<file path="src/dcb_pkg.sv">
// ----------------------------------------------------------------------------
// dcb_pkg
// Shared types, constants and microcode for the descriptor chain builder.
// ----------------------------------------------------------------------------
package dcb_pkg;

	localparam int unsigned DEF_MAX_DESCS   = 64;
	localparam int unsigned DEF_CHUNK_BYTES = 262144;

	localparam int unsigned IDX_W  = 6;
	localparam int unsigned SIZE_W = 24;
	localparam int unsigned WC_W   = 17;

	localparam logic [15:0] ATTR_VALID = 16'h8000;
	localparam logic [15:0] ATTR_CONT  = 16'h4000;

	localparam logic [2:0] ALIGN_64   = 3'h7;
	localparam logic [2:0] ALIGN_32   = 3'h5;
	localparam logic [2:0] ALIGN_16   = 3'h3;
	localparam logic [2:0] ALIGN_NONE = 3'h0;

	localparam logic CFG_HEAD_BOUNCE = 1'b0;
	localparam logic CFG_TAIL_BOUNCE = 1'b1;

	typedef enum logic [1:0] {
		STS_OK       = 2'd0,
		STS_MISALIGN = 2'd1,
		STS_TOO_MANY = 2'd2
	} status_t;

	typedef logic [3:0] step_t;

	localparam step_t ST_LOAD  = 4'd0;
	localparam step_t ST_CHKZ  = 4'd1;
	localparam step_t ST_CHKA  = 4'd2;
	localparam step_t ST_TAIL  = 4'd3;
	localparam step_t ST_LIMIT = 4'd4;
	localparam step_t ST_HEAD  = 4'd5;
	localparam step_t ST_MID   = 4'd6;
	localparam step_t ST_TAILD = 4'd7;
	localparam step_t ST_DONE  = 4'd8;

	typedef enum logic [3:0] {
		OP_LOAD,
		OP_NOP,
		OP_HEAD,
		OP_TAIL,
		OP_LIMIT,
		OP_EMIT_HEAD,
		OP_EMIT_MID,
		OP_EMIT_TAIL,
		OP_EMIT_DONE
	} op_t;

	typedef enum logic [2:0] {
		CD_NEXT,
		CD_ALWAYS,
		CD_WAIT_IN,
		CD_SIZE_ZERO,
		CD_MISALIGNED,
		CD_OVER,
		CD_MID_MORE
	} cond_t;

	typedef struct packed {
		op_t   op;
		cond_t cond;
		step_t target;
	} ucode_t;

	typedef struct packed {
		logic in_valid;
		logic size_zero;
		logic misaligned;
		logic over;
		logic mid_more;
		logic blocked;
	} dp_flags_t;

	typedef struct packed {
		op_t  op;
		logic go;
	} dp_ctrl_t;

	function automatic ucode_t ucode_rom(input step_t step);
		ucode_t w;
		unique case (step)
			ST_LOAD:  w = '{op: OP_LOAD,      cond: CD_WAIT_IN,    target: ST_LOAD};
			ST_CHKZ:  w = '{op: OP_NOP,       cond: CD_SIZE_ZERO,  target: ST_DONE};
			ST_CHKA:  w = '{op: OP_HEAD,      cond: CD_MISALIGNED, target: ST_DONE};
			ST_TAIL:  w = '{op: OP_TAIL,      cond: CD_NEXT,       target: ST_LOAD};
			ST_LIMIT: w = '{op: OP_LIMIT,     cond: CD_OVER,       target: ST_DONE};
			ST_HEAD:  w = '{op: OP_EMIT_HEAD, cond: CD_NEXT,       target: ST_LOAD};
			ST_MID:   w = '{op: OP_EMIT_MID,  cond: CD_MID_MORE,   target: ST_MID};
			ST_TAILD: w = '{op: OP_EMIT_TAIL, cond: CD_NEXT,       target: ST_LOAD};
			ST_DONE:  w = '{op: OP_EMIT_DONE, cond: CD_ALWAYS,     target: ST_LOAD};
			default:  w = '{op: OP_NOP,       cond: CD_ALWAYS,     target: ST_LOAD};
		endcase
		return w;
	endfunction

	function automatic logic [2:0] align_code(input logic [SIZE_W-1:0] bytes);
		logic [2:0] c;
		priority if (bytes[5:0] == 6'd0) begin
			c = ALIGN_64;
		end else if (bytes[4:0] == 5'd0) begin
			c = ALIGN_32;
		end else if (bytes[3:0] == 4'd0) begin
			c = ALIGN_16;
		end else begin
			c = ALIGN_NONE;
		end
		return c;
	endfunction

endpackage

</file>
<file path="src/dcb_seq.sv">
// ----------------------------------------------------------------------------
// dcb_seq
// Microcode sequencer: step counter, control word rom, conditional jumps.
// ----------------------------------------------------------------------------
module dcb_seq
	import dcb_pkg::*;
(
	input  logic      clk,
	input  logic      arst_n,
	input  dp_flags_t flags,
	output dp_ctrl_t  ctrl
);

	step_t  upc_q;
	ucode_t uw;
	logic   taken;
	logic   go;

	assign uw = ucode_rom(upc_q);
	assign go = !flags.blocked;

	always_comb begin
		unique case (uw.cond)
			CD_NEXT:       taken = 1'b0;
			CD_ALWAYS:     taken = 1'b1;
			CD_WAIT_IN:    taken = !flags.in_valid;
			CD_SIZE_ZERO:  taken = flags.size_zero;
			CD_MISALIGNED: taken = flags.misaligned;
			CD_OVER:       taken = flags.over;
			CD_MID_MORE:   taken = flags.mid_more;
			default:       taken = 1'b1;
		endcase
	end

	always_ff @(posedge clk or negedge arst_n) begin
		if (!arst_n) begin
			upc_q <= ST_LOAD;
		end else if (go) begin
			upc_q <= taken ? uw.target : upc_q + 4'd1;
		end
	end

	assign ctrl.op = uw.op;
	assign ctrl.go = go;

	a_stall_holds: assert property (@(posedge clk) disable iff (!arst_n)
		flags.blocked |=> upc_q == $past(upc_q))
		else $error("step advanced while output blocked");

	a_wait_in: assert property (@(posedge clk) disable iff (!arst_n)
		(upc_q == ST_LOAD && !flags.in_valid) |=> upc_q == ST_LOAD)
		else $error("left load step without a transaction");

	a_upc_range: assert property (@(posedge clk) disable iff (!arst_n)
		upc_q <= ST_DONE)
		else $error("step counter out of range");

endmodule

</file>
<file path="src/dcb_dpath.sv">
// ----------------------------------------------------------------------------
// dcb_dpath
// Datapath: request registers, chain split arithmetic, output register.
// ----------------------------------------------------------------------------
module dcb_dpath
	import dcb_pkg::*;
#(
	parameter int unsigned MAX_DESCS   = DEF_MAX_DESCS,
	parameter int unsigned CHUNK_BYTES = DEF_CHUNK_BYTES
) (
	input  logic                clk,
	input  logic                arst_n,
	input  dp_ctrl_t            ctrl,
	output dp_flags_t           flags,
	input  logic                cfg_we,
	input  logic                cfg_sel,
	input  logic [31:0]         cfg_wdata,
	input  logic                in_valid,
	output logic                in_ready,
	input  logic [31:0]         buffer_addr,
	input  logic [SIZE_W-1:0]   byte_count,
	output logic                out_valid,
	input  logic                out_ready,
	output logic                kind,
	output logic [IDX_W-1:0]    desc_index,
	output logic [31:0]         target_addr,
	output logic [WC_W-1:0]     word_count,
	output logic [15:0]         attr_word,
	output logic [1:0]          status,
	output logic [IDX_W-1:0]    desc_count,
	output logic                last
);

	localparam longint LIM0    = (longint'(MAX_DESCS) - 1) * longint'(CHUNK_BYTES);
	localparam longint LIM1    = (longint'(MAX_DESCS) - 2) * longint'(CHUNK_BYTES);
	localparam longint LIM2    = (longint'(MAX_DESCS) - 3) * longint'(CHUNK_BYTES);
	localparam longint MID_CAP = longint'(1) << SIZE_W;
	localparam logic [SIZE_W:0] LIM0_W = (SIZE_W+1)'((LIM0 > MID_CAP) ? MID_CAP : LIM0);
	localparam logic [SIZE_W:0] LIM1_W = (SIZE_W+1)'((LIM1 > MID_CAP) ? MID_CAP : LIM1);
	localparam logic [SIZE_W:0] LIM2_W = (SIZE_W+1)'((LIM2 > MID_CAP) ? MID_CAP : LIM2);
	localparam logic            LIM2_NEG = (LIM2 < 0);
	localparam logic [SIZE_W-1:0] CHUNK_W = SIZE_W'(CHUNK_BYTES);

	logic [31:0]       head_bounce_q;
	logic [31:0]       tail_bounce_q;
	logic [31:0]       addr_q;
	logic [SIZE_W-1:0] size_q;
	logic [SIZE_W-1:0] mid_q;
	logic [31:0]       pos_q;
	logic [5:0]        head_q;
	logic [5:0]        tail_q;
	logic [IDX_W-1:0]  k_q;
	status_t           status_q;

	logic [5:0]        off;
	logic [5:0]        h_raw;
	logic [5:0]        head_n;
	logic [5:0]        endl;
	logic [5:0]        tail_n;
	logic [1:0]        nb;
	logic              over;
	logic              mid_more;
	logic [SIZE_W-1:0] chunk;
	logic [SIZE_W-1:0] bytes;
	logic [31:0]       tgt;
	logic              last_desc;
	logic              emit_req;
	logic              emit;

	// configuration registers
	always_ff @(posedge clk or negedge arst_n) begin
		if (!arst_n) begin
			head_bounce_q <= '0;
			tail_bounce_q <= '0;
		end else if (cfg_we) begin
			unique case (cfg_sel)
				CFG_HEAD_BOUNCE: head_bounce_q <= cfg_wdata;
				CFG_TAIL_BOUNCE: tail_bounce_q <= cfg_wdata;
				default:         head_bounce_q <= head_bounce_q;
			endcase
		end
	end

	// head and tail split
	assign off    = addr_q[5:0];
	assign h_raw  = 6'(7'd64 - {1'b0, off});
	assign head_n = (off == 6'd0) ? 6'd0 :
		(({{(SIZE_W-6){1'b0}}, h_raw} > size_q) ? size_q[5:0] : h_raw);
	assign endl   = addr_q[5:0] + size_q[5:0];
	assign tail_n = (mid_q != '0 && endl != 6'd0) ?
		(({{(SIZE_W-6){1'b0}}, endl} > mid_q) ? mid_q[5:0] : endl) : 6'd0;

	// chain length check against the descriptor limit
	assign nb = {1'b0, head_q != 6'd0} + {1'b0, tail_q != 6'd0};
	always_comb begin
		unique case (nb)
			2'd0:    over = {1'b0, mid_q} > LIM0_W;
			2'd1:    over = {1'b0, mid_q} > LIM1_W;
			default: over = LIM2_NEG || ({1'b0, mid_q} > LIM2_W);
		endcase
	end

	assign mid_more = mid_q > CHUNK_W;
	assign chunk    = mid_more ? CHUNK_W : mid_q;

	always_comb begin
		unique case (ctrl.op)
			OP_EMIT_HEAD: begin
				bytes     = {{(SIZE_W-6){1'b0}}, head_q};
				tgt       = head_bounce_q;
				last_desc = (mid_q == '0) && (tail_q == 6'd0);
				emit_req  = head_q != 6'd0;
			end
			OP_EMIT_MID: begin
				bytes     = chunk;
				tgt       = pos_q;
				last_desc = !mid_more && (tail_q == 6'd0);
				emit_req  = mid_q != '0;
			end
			OP_EMIT_TAIL: begin
				bytes     = {{(SIZE_W-6){1'b0}}, tail_q};
				tgt       = tail_bounce_q;
				last_desc = 1'b1;
				emit_req  = tail_q != 6'd0;
			end
			OP_EMIT_DONE: begin
				bytes     = '0;
				tgt       = '0;
				last_desc = 1'b1;
				emit_req  = 1'b1;
			end
			default: begin
				bytes     = '0;
				tgt       = '0;
				last_desc = 1'b1;
				emit_req  = 1'b0;
			end
		endcase
	end

	assign emit = ctrl.go && emit_req;

	assign flags.in_valid   = in_valid;
	assign flags.size_zero  = size_q == '0;
	assign flags.misaligned = addr_q[1:0] != 2'd0;
	assign flags.over       = over;
	assign flags.mid_more   = mid_more;
	assign flags.blocked    = emit_req && out_valid && !out_ready;

	assign in_ready = ctrl.op == OP_LOAD;

	// request working registers
	always_ff @(posedge clk or negedge arst_n) begin
		if (!arst_n) begin
			k_q      <= '0;
			status_q <= STS_OK;
		end else if (ctrl.go) begin
			unique case (ctrl.op)
				OP_LOAD: begin
					if (in_valid) begin
						k_q      <= '0;
						status_q <= STS_OK;
					end
				end
				OP_HEAD:  status_q <= (addr_q[1:0] != 2'd0) ? STS_MISALIGN : STS_OK;
				OP_LIMIT: status_q <= over ? STS_TOO_MANY : STS_OK;
				OP_EMIT_HEAD, OP_EMIT_MID, OP_EMIT_TAIL: begin
					if (emit_req) begin
						k_q <= k_q + 1'b1;
					end
				end
				default: k_q <= k_q;
			endcase
		end
	end

	always_ff @(posedge clk) begin
		if (ctrl.go) begin
			unique case (ctrl.op)
				OP_LOAD: begin
					if (in_valid) begin
						addr_q <= buffer_addr;
						size_q <= byte_count;
					end
				end
				OP_HEAD: begin
					head_q <= head_n;
					mid_q  <= size_q - {{(SIZE_W-6){1'b0}}, head_n};
				end
				OP_TAIL: begin
					tail_q <= tail_n;
					mid_q  <= mid_q - {{(SIZE_W-6){1'b0}}, tail_n};
					pos_q  <= addr_q + {26'd0, head_q};
				end
				OP_EMIT_MID: begin
					if (emit_req) begin
						mid_q <= mid_q - chunk;
						pos_q <= pos_q + {{(32-SIZE_W){1'b0}}, chunk};
					end
				end
				default: pos_q <= pos_q;
			endcase
		end
	end

	// output register
	always_ff @(posedge clk or negedge arst_n) begin
		if (!arst_n) begin
			out_valid <= 1'b0;
		end else if (emit) begin
			out_valid <= 1'b1;
		end else if (out_ready) begin
			out_valid <= 1'b0;
		end
	end

	always_ff @(posedge clk) begin
		if (emit) begin
			if (ctrl.op == OP_EMIT_DONE) begin
				kind        <= 1'b1;
				desc_index  <= '0;
				target_addr <= '0;
				word_count  <= '0;
				attr_word   <= '0;
				status      <= status_q;
				desc_count  <= k_q;
				last        <= 1'b1;
			end else begin
				kind        <= 1'b0;
				desc_index  <= k_q;
				target_addr <= tgt;
				word_count  <= bytes[WC_W+1:2];
				attr_word   <= ATTR_VALID | (last_desc ? 16'h0 : ATTR_CONT) |
					{13'd0, align_code(bytes)};
				status      <= STS_OK;
				desc_count  <= '0;
				last        <= 1'b0;
			end
		end
	end

	a_one_request: assert property (@(posedge clk) disable iff (!arst_n)
		(in_valid && in_ready) |=> !in_ready)
		else $error("second request taken before chain finished");

	a_err_count: assert property (@(posedge clk) disable iff (!arst_n)
		(out_valid && kind && status != STS_OK) |-> desc_count == '0)
		else $error("error completion with nonzero count");

	a_desc_attr: assert property (@(posedge clk) disable iff (!arst_n)
		(out_valid && !kind) |-> (attr_word[15] && !last))
		else $error("descriptor without valid attribute");

endmodule

</file>
<file path="src/dma_descriptor_chain_builder_unit.sv">
// ----------------------------------------------------------------------------
// dma_descriptor_chain_builder_unit
// Builds a scatter-gather descriptor chain for one transfer request.
// ----------------------------------------------------------------------------
// usage:
//   cfg channel writes the head (index 0) and tail (index 1) bounce buffer
//   addresses; cfg_ready is always high, write only while idle.
//   in channel takes one request (buffer_addr, byte_count). the out channel
//   returns the descriptors in chain order, then one completion transaction
//   with last high carrying status and descriptor count.
//   sequence: a microcoded sequencer walks one step per cycle while no result
//   is held back. a request is accepted at the load step and four check steps
//   follow; the head, middle and tail steps then run even when they emit
//   nothing, the middle step repeating once per extra chunk, and the
//   completion step comes last. zero-length, misaligned and too-many
//   requests jump from their check step straight to the completion step.
//   one request is in work at a time; in_ready is high only at the load step.
//   results sit in an output register: while a result waits there with
//   out_ready low, a step that emits a result holds the step counter, and a
//   new request may be accepted while the completion still waits.
//   reset clears the bounce addresses to zero and returns to the load step.
// ----------------------------------------------------------------------------
module dma_descriptor_chain_builder_unit
	import dcb_pkg::*;
#(
	parameter int unsigned MAX_DESCS   = DEF_MAX_DESCS,
	parameter int unsigned CHUNK_BYTES = DEF_CHUNK_BYTES
) (
	input  logic              clk,
	input  logic              arst_n,
	input  logic              cfg_valid,
	output logic              cfg_ready,
	input  logic              cfg_index,
	input  logic [31:0]       cfg_data,
	input  logic              in_valid,
	output logic              in_ready,
	input  logic [31:0]       buffer_addr,
	input  logic [SIZE_W-1:0] byte_count,
	output logic              out_valid,
	input  logic              out_ready,
	output logic              kind,
	output logic [IDX_W-1:0]  desc_index,
	output logic [31:0]       target_addr,
	output logic [WC_W-1:0]   word_count,
	output logic [15:0]       attr_word,
	output logic [1:0]        status,
	output logic [IDX_W-1:0]  desc_count,
	output logic              last
);

	dp_flags_t flags;
	dp_ctrl_t  ctrl;

	assign cfg_ready = 1'b1;

	dcb_seq u_seq (
		.clk    (clk),
		.arst_n (arst_n),
		.flags  (flags),
		.ctrl   (ctrl)
	);

	dcb_dpath #(
		.MAX_DESCS   (MAX_DESCS),
		.CHUNK_BYTES (CHUNK_BYTES)
	) u_dpath (
		.clk         (clk),
		.arst_n      (arst_n),
		.ctrl        (ctrl),
		.flags       (flags),
		.cfg_we      (cfg_valid && cfg_ready),
		.cfg_sel     (cfg_index),
		.cfg_wdata   (cfg_data),
		.in_valid    (in_valid),
		.in_ready    (in_ready),
		.buffer_addr (buffer_addr),
		.byte_count  (byte_count),
		.out_valid   (out_valid),
		.out_ready   (out_ready),
		.kind        (kind),
		.desc_index  (desc_index),
		.target_addr (target_addr),
		.word_count  (word_count),
		.attr_word   (attr_word),
		.status      (status),
		.desc_count  (desc_count),
		.last        (last)
	);

endmodule

</file>
<file path="config.mk">
export PLATFORM = sky130hd
export DESIGN_NAME = dma_descriptor_chain_builder_unit
export DESIGN_NICKNAME = d
export VERILOG_FILES = /design/src/dcb_pkg.sv /design/src/dcb_seq.sv /design/src/dcb_dpath.sv /design/src/dma_descriptor_chain_builder_unit.sv
export SDC_FILE = /design/constraint.sdc
export NUM_CORES = 1
export LEC_CHECK = 0
export BUFFER_PORTS_ARGS = -buffer_cell sky130_fd_sc_hd__buf_2
export CAP_MARGIN = 25
export CELL_PAD_IN_SITES_DETAIL_PLACEMENT = 2
export CELL_PAD_IN_SITES_GLOBAL_PLACEMENT = 2
export CORE_MARGIN = 3
export CORE_UTILIZATION = 35
export DETAILED_ROUTE_END_ITERATION = 8
export PLACE_DENSITY = 0.73
export SLEW_MARGIN = 20
export SYNTH_ARGS = -nofsm -noshare
export SYNTH_HDL_FRONTEND = slang
export SYNTH_SLANG_ARGS = --single-unit
export TNS_END_PERCENT = 100
</file>
<file path="constraint.sdc">
create_clock -name clk -period 7.8 [get_ports clk]
set_input_delay 1.56 -clock clk [delete_from_list [all_inputs] [get_ports clk]]
set_output_delay 1.56 -clock clk [all_outputs]
set_load 0.01 [all_outputs]
</file>
======== Word-level counts from Yosys, hierarchy flattened ========
Memories as Yosys holds them, arrays and structs flattened.
Cells that the tools add are included.
storage, ports and cells
  bits in registers ....................... 281
  bits in read-only memories .............. 160
  input port bits ......................... 94
  output and inout port bits .............. 84
  logic and storage cells ................. 127
  memories kept ........................... 1
memories
  memory           words  bits a word  read ports  clocked after Yosys merged registers in  write ports  line           source
  (no name shown)  16     10           1           0                                        0            dcb_pkg.sv:87  unique case (step)
operators by class
  $add $sub $neg .......................... 10
  order comparisons ....................... 6
  eq/ne operators ......................... 16
  mux-type cells .......................... 32
  bitwise logic cells ..................... 3
  reductions and logical operators ........ 40
operator list
  kind                    count
  $pmux W32 S3            1
  $gt A24 B24 Y1 const B  3
  $pmux W24 S3            1
  $pmux W32 S2            1
  $pmux W19 S3            1
  $gt A6 B24 Y1           2
  $logic_not A24 Y1       2
  $mux W24                2
  $sub A24 B6 Y24         2
  $mux W6                 6
  $add A32 B24 Y32        1
  $add A32 B6 Y32         1
  $mux W32                1
  $gt A24 B19 Y1 const B  1
  $reduce_bool A24 Y1     1
  $sub A24 B24 Y24        1
  $logic_not A6 Y1        3
  $reduce_bool A6 Y1      3
  $eq A4 B3 Y1 const B    4
  $or A16 B3 Y16          1
  $mux W15                1
  $mux W3                 4
  $pmux W6 S2             1
  $reduce_and A3 Y1       4
  other kinds (31)        59

======== Depth between registers and ports, before layout ========
  depth in word-level cells ............... 10
  gate-level depth with buffers ........... 26
  depth with buffers taken out ............ 26

======== Modules after synthesis ========
A second synthesis with hierarchy kept.
second synthesis, totals
  cells, all modules ...................... 1,450
  area, all modules ....................... 15,970.3 µm²
modules (own cells, without submodules)
  module                             instances  cells each  area each (µm²)
  dcb_dpath                          1          1,386       15,423.5
  dcb_seq                            1          62          535.5
  dma_descriptor_chain_builder_unit  1          2           11.3

======== Worst setup path after synthesis ========
Ideal clock, no wire load.
  path type ............................... reg-to-reg
  start ................................... register u_dpath.mid_q[14]
  end ..................................... register u_dpath.mid_q[0] (enable)
  library setup time ...................... 536 ps
  arrival time ............................ 5,824 ps
  required time ........................... 7,264 ps
  slack ................................... 1,439 ps
  cell stages (with the launch flop) ...... 10
  buffers on the path ..................... 1
  clock period less this slack ............ 6,361 ps
  cells stage by stage .................... edfxtp_1 -> nor4_2 -> nand3_1 -> or4_1 -> buf_6 -> o21ai_1 -> o21ai_1 -> nor2_2 -> nor2_1 -> a2111oi_0
on the way
  longest elaborated chain between the ends .. 6
RTL lines
  item                                    line              source
  start: declaration                      dcb_dpath.sv:48   logic [SIZE_W-1:0] mid_q;
  start signal: assignment                dcb_dpath.sv:188  mid_q <= size_q - {{(SIZE_W-6){1'b0}}, head_n};
  start signal: assignment                dcb_dpath.sv:192  mid_q <= mid_q - {{(SIZE_W-6){1'b0}}, tail_n};
  start signal: assignment                dcb_dpath.sv:197  mid_q <= mid_q - chunk;
  $reduce_bool A24 Y1 (*)                 dcb_dpath.sv:118  emit_req = mid_q != '0;
  $pmux W1 S4 (*)                         dcb_dpath.sv:107  unique case (ctrl.op)
  $logic_and A1 B1 Y1 (2 in series)       dcb_dpath.sv:148  assign flags.blocked = emit_req && out_valid && !out_ready;
  $not A1 Y1 (no source line)             n/a
  $reduce_and A3 Y1 (no source line) (*)  n/a
Every way passes the cells marked *; elsewhere a longest branch is shown, timed or not.
A chain may end at the register's enable or synchronous reset.

======== Worst setup path after layout ========
  start ................................... register u_dpath.size_q[0]
  end ..................................... register u_dpath.mid_q[16] (data pin)
on the way
  longest elaborated chain between the ends .. 6
RTL lines
  item                                                        line                              source
  start: declaration                                          dcb_dpath.sv:47                   logic [SIZE_W-1:0] size_q;
  start signal: assignment                                    dcb_dpath.sv:183                  size_q <= byte_count;
  $add A6 B6 Y6                                               dcb_dpath.sv:89                   assign endl = addr_q[5:0] + size_q[5:0];
  $gt A6 B24 Y1 / $reduce_bool A6 Y1 (equally long branches)  dcb_dpath.sv:91, dcb_dpath.sv:90
  $mux W6 / $logic_and A1 B1 Y1 (equally long branches)       dcb_dpath.sv:91, dcb_dpath.sv:90
  $mux W6                                                     dcb_dpath.sv:90                   assign tail_n = (mid_q != '0 && endl != 6'd0) ?
  $sub A24 B6 Y24                                             dcb_dpath.sv:192
  $pmux W24 S3 (*)                                            dcb_dpath.sv:179                  unique case (ctrl.op)
Marked as above.

==> summary.md <==
| Metric | Value |
|---|---|
| Status | completed |
| # fillers | 4684 |
| Mapped cell area | 15800 um2 |
| Worst Slack Setup Final | 1.34 ns |
| Worst EP required | between 8 and 9 ns |
| Yosys warnings | 0 |
| Final Cell Area | 18500 um2 |
| RSZ-0062 raised after global routing | no |
| Remaining Overflow, GRT | 0 |
| Least-Margin Pin Slew | 0.965 ns |
| Tot GR Track Use | 20.6% |
| Hold path startpoint | u_dpath.tail_bounce_q[20] |
| DRT iter0 DRCs | between 500 and 600 |
| Worst Setup End Kind | register |
| Mapped Cells | approximately 1500 |
| TritonCTS buffer count | 35 |
| RePlAce Congestion | 0.844 |
| Inst Count DP | between 2000 and 2500 |
| PortBufs | 165 |
| Worst reg2reg path endpoint | u_dpath.mid_q[16] |
| Worst Hold Path EP | u_dpath.tail_bounce_q[20] |
| Vias per cell | 5.30 |
| Slew Limit Fails | 0 |
| Max clock buf depth | 3 |
| Io pins | 178 |
| Final TNS setup | 0 ns |
| Post-Place Cell Area | 17200 um2 |
| First-pass DRT Iterations | 5 |
| Max VDD drop | between 100 and 150 uV |
| Initial antenna violation count | 0 |
| Post-synthesis cell type count | 78 |
| CP Max Fanout | 14 |
| Area grow syn2layout | 17.6% |
| Final wirelength | ~49000 um |
| Die Span X | 218 um |
| WS Path Type | reg2reg |
| Placement Rows | 77 |
| NumNets Final | between 1500 and 2000 |
| Largest net degree at the start of global routing | 66 |
| Most used DFF post-synth | edfxtp_1 |
| Hold Vio Cnt, Final | 0 |
| Yosys reg bits | 270 |
| Die Height | 218 um |
| Vias in the first global route | around 14000 |
| DR WL/cell | 21.5 um |
| Final Cycle Share | 82.9% |
| Setup violators final | 0 |
| Antenna Nets Post-Route | 0 |
| Clk sink count | 270 |
| CTS tree | built |
| Setup WS pre-CTS | 1.35 ns |
| Via Count | 12000 |
| Root buffer cell | clkbuf_16 |
| Skew final | 0.0159 ns |
| Startpoint types | register |
| Post-CTS Setup Bufs | 0 |
| Post-synth EDFFs | 193 |
| Diode count | 0 |
| Pwr Total | 0.00638 W |
| Crit. Startpoint | u_dpath.size_q[0] |
| Post-route minimum period | 6.46 ns |
| Register area share after synthesis | 49.0% |
| Initial core utilization | 35.5% |
| Worst r2r src | u_dpath.size_q[0] |
| P_leak | 7.42 nW |
| FF-to-FF path depth | 24 |
| Worst R2R Setup Slack | 1.34 ns |
| Hold path cells | 1 |
| Slew margin rel. | between 30% and 40% |
| Share of layout cells above drive strength 1 | around a fifth |
| Clock-pin slew on the worst setup and hold paths | about 0.060 ns |
| Async SR Flop Fraction | 28.5% |
| Global-route wire length before repair | about 77000 um |
| DP Wirelength | 35600 um |
| P per Cell Area | 344 nW/um2 |
| DRC Markers | 0 |
| Htree depth | 2 |
| Syn Area/Cell | 10.7 um2 |
| Non-Filler Instances | ~2300 |
| Post_cts resized | 0 |
| Die area | between 40000 and 50000 um2 |
| CORE AREA | 44300 um2 |
| Clock Latency Late Sink | 0.54 ns |
| Hold-fix buffers, CTS | 0 |
| HP Class | reg2reg |
| Fmax | 155 MHz |
| CP arrival | 6.75 ns |
| Max_cap viols | 0 |
[Yosys cell counts, types with 14 or more instances]
master,number,area share [%]
clkbuf_1,36,0.86
nor2_1,153,3.6
mux2i_1,57,3.6
mux2_2,65,4.6
edfxtp_1,193,37
nor3_1,32,1.0
dfrtp_1,77,12
o21ai_0,54,1.7
xor2_1,38,2.1
nor2b_1,19,0.75
and2_1,30,1.2
inv_1,68,1.6
a21o_1,20,0.95
xnor2_1,58,3.2
o21a_1,16,0.76
and3_1,22,0.87
nand2b_1,16,0.64
nand2_1,90,2.1
nand4_1,14,0.56
a21oi_1,109,3.5
nand3_1,23,0.73
ha_1,84,6.7
[per-layer routing]
| layer | share of wire (%) | track usage [%] | routed length (um) |
|---|---|---|---|
| met5 | 0 | 0 | 0 |
| met4 | 2.0 | 5.09 | 967 |
| met3 | 3.8 | 3.18 | 1870 |
| met2 | 52 | 37.8 | 25200 |
| met1 | 42 | 25.2 | 20600 |
[state kept, by name, summed over array words and instances, names as in the netlist, 17 cells and up]
name	count
u_dpath.addr_q	32
u_dpath.head_bounce_q	32
u_dpath.mid_q	24
u_dpath.pos_q	32
u_dpath.size_q	24
u_dpath.tail_bounce_q	32
u_dpath.target_addr	32
u_dpath.word_count	17
[final cells by class]
type / instances / area, um2 / area share [%]
inverter: 68 / 255 / 1.38
tap: 592 / 741 / 4.00
multi-input combinational: 1086 / 7590 / 40.9
sequential: 270 / 7720 / 41.7
clock inverter: 18 / 310 / 1.67
clock buffer: 46 / 968 / 5.23
timing repair buffer: 179 / 946 / 5.10
[cells by family (layout without fill, tap and decap cells)]
logic type | count (synthesis) | in the layout | share of synthesized area, %
AOI/OAI and AO/OA | 303 | 303 | 12.1
adders and majority gates | 89 | 89 | 7.31
buffers and inverters | 135 | 311 | 3.61
other | 2 | 21 | 0.0477
DFF | 270 | 270 | 49.0
and+or+nand+nor | 454 | 454 | 14.2
muxes | 123 | 123 | 8.34
xor gates and xnor gates | 96 | 96 | 5.34
[worst max-delay path: stages (launching register included)]
cell and delay, ns:
edfxtp_1 0.46, ha_1 0.27, fa_1 0.41, xor2_1 0.33, ha_1 0.33, o21a_1 0.12, o21a_1 0.17, o21a_1 0.17
o21a_1 0.16, o21ai_1 0.68, nor3b_1 0.58, inv_1 0.08, o21ai_0 0.17, ha_1 0.19, inv_1 0.06, fa_1 0.41
a21o_1 0.21, nand4_1 0.11, a21oi_1 0.12, o21ai_0 0.35, o21ai_0 0.21, a21o_1 0.22, a21oi_1 0.17, xor2_1 0.15
o21ai_0 0.08
[metrics by stage]
step / hold WS (ns) / utilization, %
floorplan: 0.443 / -
global placement: 0.481 / 38.9
detailed placement: 0.488 / 38.9
CTS: 0.511 / 41.8
global route: 0.526 / 41.8
finish: 0.509 / 41.8
[layout by cell type (no fill, tap or decap), types with 58 or more instances in the layout]
cell      instances
a21oi_1         109
buf_2           164
dfrtp_1          76
edfxtp_1        193
ha_1             84
inv_1            67
mux2_2           65
nand2_1          90
nor2_1          151
xnor2_1          58
[worst max path at each step]
stage               cells after the start  slack, ns                end
global placement                       21       1.55  u_dpath.mid_q[23]
CTS                                    24       1.33  u_dpath.mid_q[16]
global route                           24       0.83  u_dpath.mid_q[16]
detailed placement                     24       1.35  u_dpath.mid_q[16]
finish                                 24       1.34  u_dpath.mid_q[16]
floorplan                               9       1.44   u_dpath.mid_q[0]
[power breakdown]
part / switching, W / internal, W / total [W]
registers: 0.000285 / 0.00197 / 0.00226
clock network: 0.000657 / 0.00115 / 0.00180
logic: 0.00140 / 0.000922 / 0.00232
total: 0.00234 / 0.00404 / 0.00638
Power figures use the tool's default switching activity.
